--- config.mk ---
export PLATFORM = sky130hd
export DESIGN_NAME = word_hash_direct_mapped_store_top
export DESIGN_NICKNAME = d
export VERILOG_FILES = /design/src/rtl/core/whs_pkg.sv /design/src/rtl/core/whs_front.sv /design/src/rtl/core/whs_fifo.sv /design/src/rtl/core/whs_back.sv /design/src/rtl/core/word_hash_direct_mapped_store_top.sv
export SDC_FILE = /design/constraint.sdc
export NUM_CORES = 2
export LEC_CHECK = 0
export ABC_CLOCK_PERIOD_IN_PS = 4400
export BUFFER_PORTS_ARGS = -buffer_cell sky130_fd_sc_hd__buf_4
export CAP_MARGIN = 30
export CORE_MARGIN = 4
export CORE_UTILIZATION = 50
export DETAILED_ROUTE_END_ITERATION = 12
export PLACE_DENSITY = 0.72
export SLEW_MARGIN = 20
export SYNTH_ARGS = -nofsm -noshare
export SYNTH_HDL_FRONTEND = slang
export SYNTH_SLANG_ARGS = --single-unit
--- constraint.sdc ---
create_clock -name clk -period 4.4 [get_ports clk]
set_input_delay 0.88 -clock clk [delete_from_list [all_inputs] [get_ports clk]]
set_output_delay 0.88 -clock clk [all_outputs]
set_load 0.03 [all_outputs]
--- src/rtl/core/whs_pkg.sv ---
// Shared types and constants for the word hash direct-mapped store.
package whs_pkg;

    localparam int SLOTS      = 256;
    localparam int SLOT_AW    = $clog2(SLOTS);
    localparam int CNT_W      = SLOT_AW + 1;
    localparam int SUM_W      = 16;
    localparam int LEN_W      = 8;
    localparam int STEP_W     = $clog2(SUM_W);
    localparam int FIFO_DEPTH = 4;
    localparam int FIFO_AW    = $clog2(FIFO_DEPTH);

    localparam logic [1:0] ACT_NEW     = 2'd0;
    localparam logic [1:0] ACT_SAME    = 2'd1;
    localparam logic [1:0] ACT_REPLACE = 2'd2;

    typedef struct packed {
        logic [SUM_W-1:0] sum;
        logic [LEN_W-1:0] len;
        logic             too_long;
    } word_t;

    typedef struct packed {
        logic full;
        logic empty;
    } fifo_status_t;

endpackage

--- src/rtl/core/whs_front.sv ---
// Front end: word scanner that accumulates byte sum and length and queues finished words of two or more characters.
module whs_front (
    input  logic                clk,
    input  logic                rst_n,
    input  logic                in_valid,
    output logic                in_ready,
    input  logic [7:0]          in_byte,
    input  logic                in_last,
    input  whs_pkg::fifo_status_t q_status,
    output logic                push,
    output whs_pkg::word_t      push_word
);
    import whs_pkg::*;

    logic [SUM_W-1:0] sum_reg, sum_next, sum_upd;
    logic [LEN_W-1:0] len_reg, len_next, len_upd;
    logic             ovf_reg, ovf_next, ovf_upd;
    logic             is_char;
    logic             finish;
    logic             accept;

    assign in_ready = !q_status.full;
    assign accept   = in_valid && in_ready;

    assign is_char = (in_byte >= 8'h30 && in_byte <= 8'h39) ||
                     (in_byte >= 8'h41 && in_byte <= 8'h5A) ||
                     (in_byte >= 8'h61 && in_byte <= 8'h7A);

    always_comb
    begin
        sum_upd = sum_reg;
        len_upd = len_reg;
        ovf_upd = ovf_reg;
        if (is_char)
        begin
            sum_upd = sum_reg + SUM_W'(in_byte);
            if (len_reg != {LEN_W{1'b1}})
            begin
                len_upd = len_reg + LEN_W'(1);
            end
            else
            begin
                ovf_upd = 1'b1;
            end
        end
        finish = !is_char || in_last;

        sum_next = sum_reg;
        len_next = len_reg;
        ovf_next = ovf_reg;
        push     = 1'b0;
        if (accept)
        begin
            if (finish)
            begin
                push     = (len_upd >= LEN_W'(2));
                sum_next = '0;
                len_next = '0;
                ovf_next = 1'b0;
            end
            else
            begin
                sum_next = sum_upd;
                len_next = len_upd;
                ovf_next = ovf_upd;
            end
        end
        push_word.sum      = sum_upd;
        push_word.len      = len_upd;
        push_word.too_long = ovf_upd;
    end

    always_ff @(posedge clk or negedge rst_n)
    begin
        if (!rst_n)
        begin
            sum_reg <= '0;
            len_reg <= '0;
            ovf_reg <= 1'b0;
        end
        else
        begin
            sum_reg <= sum_next;
            len_reg <= len_next;
            ovf_reg <= ovf_next;
        end
    end

endmodule

--- src/rtl/core/whs_fifo.sv ---
// Short queue of finished words between the scanner and the table update.
module whs_fifo (
    input  logic                  clk,
    input  logic                  rst_n,
    input  logic                  push,
    input  whs_pkg::word_t        push_word,
    input  logic                  pop,
    output whs_pkg::word_t        head_word,
    output whs_pkg::fifo_status_t status
);
    import whs_pkg::*;

    word_t              entry_reg [FIFO_DEPTH];
    logic [FIFO_AW-1:0] wr_ptr_reg, wr_ptr_next;
    logic [FIFO_AW-1:0] rd_ptr_reg, rd_ptr_next;
    logic [FIFO_AW:0]   count_reg, count_next;
    logic               do_push;
    logic               do_pop;

    assign status.full  = (count_reg == (FIFO_AW+1)'(FIFO_DEPTH));
    assign status.empty = (count_reg == '0);
    assign do_push      = push && !status.full;
    assign do_pop       = pop && !status.empty;
    assign head_word    = entry_reg[rd_ptr_reg];

    always_comb
    begin
        wr_ptr_next = do_push ? wr_ptr_reg + FIFO_AW'(1) : wr_ptr_reg;
        rd_ptr_next = do_pop ? rd_ptr_reg + FIFO_AW'(1) : rd_ptr_reg;
        count_next  = count_reg;
        if (do_push && !do_pop)
        begin
            count_next = count_reg + (FIFO_AW+1)'(1);
        end
        else if (do_pop && !do_push)
        begin
            count_next = count_reg - (FIFO_AW+1)'(1);
        end
    end

    always_ff @(posedge clk or negedge rst_n)
    begin
        if (!rst_n)
        begin
            wr_ptr_reg <= '0;
            rd_ptr_reg <= '0;
            count_reg  <= '0;
        end
        else
        begin
            wr_ptr_reg <= wr_ptr_next;
            rd_ptr_reg <= rd_ptr_next;
            count_reg  <= count_next;
        end
    end

    always_ff @(posedge clk)
    begin
        if (do_push)
        begin
            entry_reg[wr_ptr_reg] <= push_word;
        end
    end

endmodule

--- src/rtl/core/whs_back.sv ---
// Back end: serial modulo, slot table read-modify-write and result register.
module whs_back (
    input  logic                       clk,
    input  logic                       rst_n,
    input  logic [whs_pkg::CNT_W-1:0]  slot_count,
    input  whs_pkg::fifo_status_t      q_status,
    input  whs_pkg::word_t             head_word,
    output logic                       pop,
    output logic                       out_valid,
    input  logic                       out_ready,
    output logic [7:0]                 out_slot,
    output logic [1:0]                 out_action,
    output logic [whs_pkg::LEN_W-1:0]  out_len,
    output logic                       out_long
);
    import whs_pkg::*;

    localparam logic [1:0] ST_IDLE = 2'd0;
    localparam logic [1:0] ST_DIV  = 2'd1;
    localparam logic [1:0] ST_RD   = 2'd2;
    localparam logic [1:0] ST_UPD  = 2'd3;

    logic [1:0]        state_reg, state_next;
    logic [STEP_W-1:0] cnt_reg, cnt_next;
    logic [SUM_W-1:0]  dvd_reg, dvd_next;
    logic [CNT_W-1:0]  rem_reg, rem_next;
    logic [CNT_W-1:0]  div_reg, div_next;
    logic [LEN_W-1:0]  len_reg, len_next;
    logic              long_reg, long_next;
    logic [SLOTS-1:0]  valid_reg, valid_next;
    logic              out_valid_reg, out_valid_next;
    logic [7:0]        out_slot_reg;
    logic [1:0]        out_action_reg, action;
    logic [LEN_W-1:0]  out_len_reg;
    logic              out_long_reg;
    logic [CNT_W-1:0]  trial;
    logic [CNT_W-1:0]  eff_slots;
    logic [SLOT_AW-1:0] mem_addr;
    logic              mem_we;
    logic              load_out;
    logic [LEN_W-1:0]  mem [SLOTS];
    logic [LEN_W-1:0]  rd_data_reg;

    assign eff_slots = (slot_count == '0 || slot_count > CNT_W'(SLOTS)) ?
                       CNT_W'(SLOTS) : slot_count;
    assign trial     = {rem_reg[SLOT_AW-1:0], dvd_reg[SUM_W-1]};
    assign mem_addr  = rem_reg[SLOT_AW-1:0];

    always_comb
    begin
        if (!valid_reg[mem_addr])
        begin
            action = ACT_NEW;
        end
        else if (rd_data_reg == len_reg)
        begin
            action = ACT_SAME;
        end
        else
        begin
            action = ACT_REPLACE;
        end
    end

    always_comb
    begin
        state_next     = state_reg;
        cnt_next       = cnt_reg;
        dvd_next       = dvd_reg;
        rem_next       = rem_reg;
        div_next       = div_reg;
        len_next       = len_reg;
        long_next      = long_reg;
        valid_next     = valid_reg;
        pop            = 1'b0;
        mem_we         = 1'b0;
        load_out       = 1'b0;
        out_valid_next = out_valid_reg && !out_ready;
        unique case (state_reg)
            ST_IDLE:
            begin
                if (!q_status.empty)
                begin
                    pop        = 1'b1;
                    dvd_next   = head_word.sum;
                    len_next   = head_word.len;
                    long_next  = head_word.too_long;
                    rem_next   = '0;
                    div_next   = eff_slots;
                    cnt_next   = {STEP_W{1'b1}};
                    state_next = ST_DIV;
                end
            end
            ST_DIV:
            begin
                rem_next = (trial >= div_reg) ? trial - div_reg : trial;
                dvd_next = {dvd_reg[SUM_W-2:0], 1'b0};
                cnt_next = cnt_reg - STEP_W'(1);
                if (cnt_reg == '0)
                begin
                    state_next = ST_RD;
                end
            end
            ST_RD:
            begin
                state_next = ST_UPD;
            end
            ST_UPD:
            begin
                if (!out_valid_reg || out_ready)
                begin
                    mem_we               = 1'b1;
                    load_out             = 1'b1;
                    valid_next[mem_addr] = 1'b1;
                    out_valid_next       = 1'b1;
                    state_next           = ST_IDLE;
                end
            end
            default:
            begin
                state_next = ST_IDLE;
            end
        endcase
    end

    always_ff @(posedge clk or negedge rst_n)
    begin
        if (!rst_n)
        begin
            state_reg     <= ST_IDLE;
            cnt_reg       <= '0;
            valid_reg     <= '0;
            out_valid_reg <= 1'b0;
        end
        else
        begin
            state_reg     <= state_next;
            cnt_reg       <= cnt_next;
            valid_reg     <= valid_next;
            out_valid_reg <= out_valid_next;
        end
    end

    always_ff @(posedge clk)
    begin
        dvd_reg  <= dvd_next;
        rem_reg  <= rem_next;
        div_reg  <= div_next;
        len_reg  <= len_next;
        long_reg <= long_next;
        if (load_out)
        begin
            out_slot_reg   <= 8'(mem_addr);
            out_action_reg <= action;
            out_len_reg    <= len_reg;
            out_long_reg   <= long_reg;
        end
    end

    always_ff @(posedge clk)
    begin
        if (mem_we)
        begin
            mem[mem_addr] <= len_reg;
        end
        rd_data_reg <= mem[mem_addr];
    end

    assign out_valid  = out_valid_reg;
    assign out_slot   = out_slot_reg;
    assign out_action = out_action_reg;
    assign out_len    = out_len_reg;
    assign out_long   = out_long_reg;

endmodule

--- src/rtl/core/word_hash_direct_mapped_store_top.sv ---
// Top level of the word hash direct-mapped store.
// Word bytes are taken one per cycle while the word queue has room.
// The back end forms each result by a 16-step bit-serial modulo, then a table
// read and update.
// The back end takes a new word only after the last one is done; four queued words absorb bursts.
// Reset clears all slot valid bits at once and sets slot_count to 256.
module word_hash_direct_mapped_store_top (
    input  logic        clk,
    input  logic        rst_n,
    input  logic        s_tvalid,
    output logic        s_tready,
    input  logic [7:0]  s_tdata,   // [7:0] text_byte
    input  logic        s_tlast,   // end_of_input
    output logic        m_tvalid,
    input  logic        m_tready,
    output logic [15:0] m_tdata,   // [7:0] slot_index, [15:8] word_length
    output logic [2:0]  m_tuser,   // [1:0] action, [2] too_long
    input  logic        cfg_valid,
    output logic        cfg_ready,
    input  logic [8:0]  cfg_data   // slot_count
);
    import whs_pkg::*;

    logic [CNT_W-1:0] slot_count_reg;
    fifo_status_t     q_status;
    word_t            push_word;
    word_t            head_word;
    logic             push;
    logic             pop;
    logic [7:0]       out_slot;
    logic [1:0]       out_action;
    logic [LEN_W-1:0] out_len;
    logic             out_long;

    assign cfg_ready = 1'b1;

    always_ff @(posedge clk or negedge rst_n)
    begin
        if (!rst_n)
        begin
            slot_count_reg <= CNT_W'(SLOTS);
        end
        else if (cfg_valid && cfg_ready)
        begin
            slot_count_reg <= cfg_data;
        end
    end

    whs_front u_front (
        .clk       (clk),
        .rst_n     (rst_n),
        .in_valid  (s_tvalid),
        .in_ready  (s_tready),
        .in_byte   (s_tdata),
        .in_last   (s_tlast),
        .q_status  (q_status),
        .push      (push),
        .push_word (push_word)
    );

    whs_fifo u_fifo (
        .clk       (clk),
        .rst_n     (rst_n),
        .push      (push),
        .push_word (push_word),
        .pop       (pop),
        .head_word (head_word),
        .status    (q_status)
    );

    whs_back u_back (
        .clk        (clk),
        .rst_n      (rst_n),
        .slot_count (slot_count_reg),
        .q_status   (q_status),
        .head_word  (head_word),
        .pop        (pop),
        .out_valid  (m_tvalid),
        .out_ready  (m_tready),
        .out_slot   (out_slot),
        .out_action (out_action),
        .out_len    (out_len),
        .out_long   (out_long)
    );

    assign m_tdata = {out_len, out_slot};
    assign m_tuser = {out_long, out_action};

endmodule

==> out/results.txt <==
Ys async rst share - 0.121
Overall die width - 452 um
Type of the worst setup path - flip-flop to flip-flop
Post-synth EDFFs - 2209
RSZ-0062 raised after global routing - false
Delay of the slowest critical-path stage - 0.94 ns
Largest net degree at the start of global routing - 152
Synth top area share - 0.673
Finished Layout Cells - 7991
Remaining DRCs - 0
Final HPWL from detailed placement - 151000 um
Worst Setup Start Kind - flip-flop
Min Tclk post-route - 4.16 ns
Fin Setup TNS - 0 ns
Final Hold Fails - 0
Slew Viols, Final - 0
Drt initial violations - 6547
Remaining antenna violation count after routing - 0
Highest routed metal layer - met4
Mean Syn Cell Area - 20.9 sq um
Critical-path top delay cell - edfxtp_1
CP Capture Type - flip-flop
Clock share of power - 0.285
Final setup viols - 0
Syn Inst Count - 4725
Final Wtd Congestion - 0.954
Area leader, netlist - edfxtp_1
Cell Int Power - 0.0493 W
Clk sink count - 2521
Syn. warnings - 0
TritonCTS Buffers - 233
Synth unique cells - 73
Net Sw Frac - 0.313
Max-Cap Viols - 0
Wirelength, routed - 242000 um
Std-Cell Rows - 162
Routed wl met2 - 113000 um
Clock Root Buffer - clkbuf_16
Fmax - 0.240 GHz
M1 wire length - 93200 um
Starting Density - 0.504
Crit path from - u_back.rem_reg[3]
Post-CTS Setup Bufs - 0
Outcome - complete, no violations
Via-to-Cell Ratio - 6.22
Worst Hold Class - input pin to asynchronous set/reset pin
Clk_lat worst skew - 0.90 ns
Dpl cells - 7538
Overall Global Routing Usage - 0.239
P_sw - 0.0225 W
Peak VDD IR - 0.487 mV
Dominant synthesized flop cell - edfxtp_1
Reg clk slew, reported paths - 0.07 ns
Fin util - 0.575
Total congestion overflow - 0
CP max FO - 12
# port buffers - 43
Worst Path Required - 5.18 ns
Worst path cell trace - buf_4 > buf_4 > buf_4 > mux2i_1 > o32ai_1 > nor4_1 > nand4_1 > nand4b_1
Register share of total power - 0.422
Top cells by area, synth - edfxtp_1, mux4_2, dfrtp_1
Tcrit/Tclk final - 0.946
First-pass GRT wire length - 356000 um
Leak - 38.3 nW
DR pass1 iterations - 8
CP Buf/Inv Count - 3
CP top delay family - simple AND/OR/NAND/NOR gates
Skew final - 0.0732 ns
Post-cts resize count - 0
Full die area - 204000 sq um
Hold buffers post-CTS - 0
Wire length per cell - 30.2 um
Number of global-route vias before repair - 50300
Power density over cell area - 639 nW/um^2
Final hold slack - 0.0229 ns
Worst slew margin - 0.232
CTS Buffer Depth - 3
Antenna violations before repair - 3
Vias - 49700
Area grow syn2layout - 14.1%
Routed wl met3 - 23700 um
Synth Register Bits - 2521
CP dominant cell by count - buf_4
Nets - 5210
CTS tree - built
Top-level I/O count - 45
Mapped Area - 98500 sq um
Seq/Total Area, Yosys - 0.752
Comb power frac - 0.293
WP data arrival - 4.94 ns
Share of cells above drive strength 1 - 0.337
Reg-to-reg critical path startpoint - u_back.rem_reg[3]
Slew @ Worst Pin - 1.15 ns
Largest register FFs - 2048
Htree depth - 4
Height of the die - 452 um
Syn_nets - 4780
Fill count - 14000
Core area - 195000 sq um
-- metrics by stage --
| stage | instance area [sq um] | setup slack, ns | power (W) |
|---|---|---|---|
| global route | 112000 | 0.294 | 0.0742 |
| CTS | 112000 | 0.528 | 0.0720 |
| finish | 112000 | 0.238 | 0.0718 |
| floorplan | 98500 | 0.282 | 0.0440 |
| detailed placement | 104000 | 0.425 | 0.0516 |
| global placement | 104000 | 0.402 | 0.0512 |
-- cells in the mapped netlist, types with 31 or more instances --
master / count
or2_2: 261
mux2_2: 35
nand2_1: 93
mux4_2: 672
clkbuf_1: 85
a22oi_1: 50
a22o_1: 44
buf_1: 31
mux2i_1: 63
edfxtp_1: 2209
buf_2: 97
dfrtp_1: 303
o21ai_0: 31
nor2_1: 299
nor2b_1: 31
-- path summary, 6_finish.rpt --
check,endpoint,slack [ns],cells after the start
hold reg to reg,u_back.out_long,0.45,0
setup / recovery,u_back.rd_data_reg[4],0.24,8
max in group asynchronous,u_back.valid_reg[251],3.27,2
hold / removal,u_back.valid_reg[231],0.02,1
setup reg to reg,u_back.rd_data_reg[4],0.24,8
min in group clk,slot_count_reg[3],0.22,2
-- logic make-up (layout without fill, tap and decap cells) --
kind of cell               Yosys count  in the layout  share of synthesized area
DFF                               2521           2521                      0.752
other                                1              2                  0.0000381
xor gates and xnor gates            36             36                    0.00320
buffers and inverters              285            926                     0.0145
adders and majority gates           32             32                    0.00429
and+or+nand+nor                    812            812                     0.0417
AOI/OAI and AO/OA                  268            268                     0.0202
muxes                              770            770                      0.164
-- cell usage in the layout, fill, tap and decap left out, types with 35 or more instances in the layout --
master and instances:
nand2_1 93, a22o_1 44, dfrtp_1 302, clkbuf_16 233, clkbuf_1 61, mux4_2 672
mux2i_1 63, buf_12 41, buf_4 407, a22oi_1 50, nor2_1 297, edfxtp_1 2209
clkinv_2 54, or2_2 261, mux2_2 35
-- layout make-up --
cell class,instances,area [sq um],share of cell area
diodes,1,2.50,0.0000223
clock buffers,322,6440,0.0573
clock inverters,124,1450,0.0129
inverters,28,105,0.000935
multi-input cells,1919,23100,0.205
flip-flops and latches,2521,74100,0.659
well taps,2624,3280,0.0292
repair buffers,452,3960,0.0352
-- metal layers --
metal / track usage / up-vias
li1: - / 20100
met1: 0.339 / 26400
met2: 0.362 / 2676
met3: 0.0510 / 475
met4: 0.102 / 0
met5: 0 / -
-- power by group through the flow --
stage	Clock (W)	Combinational [W]	Sequential (W)
6_report	0.0205	0.0210	0.0303
5_1_grt	0.0218	0.0220	0.0304
4_1_cts	0.0207	0.0209	0.0303
3_5_place_dp	0	0.0209	0.0308
3_3_place_gp	0	0.0205	0.0307
2_1_floorplan	0	0.0119	0.0321
No activity file was read; power rests on OpenSTA's default activity.
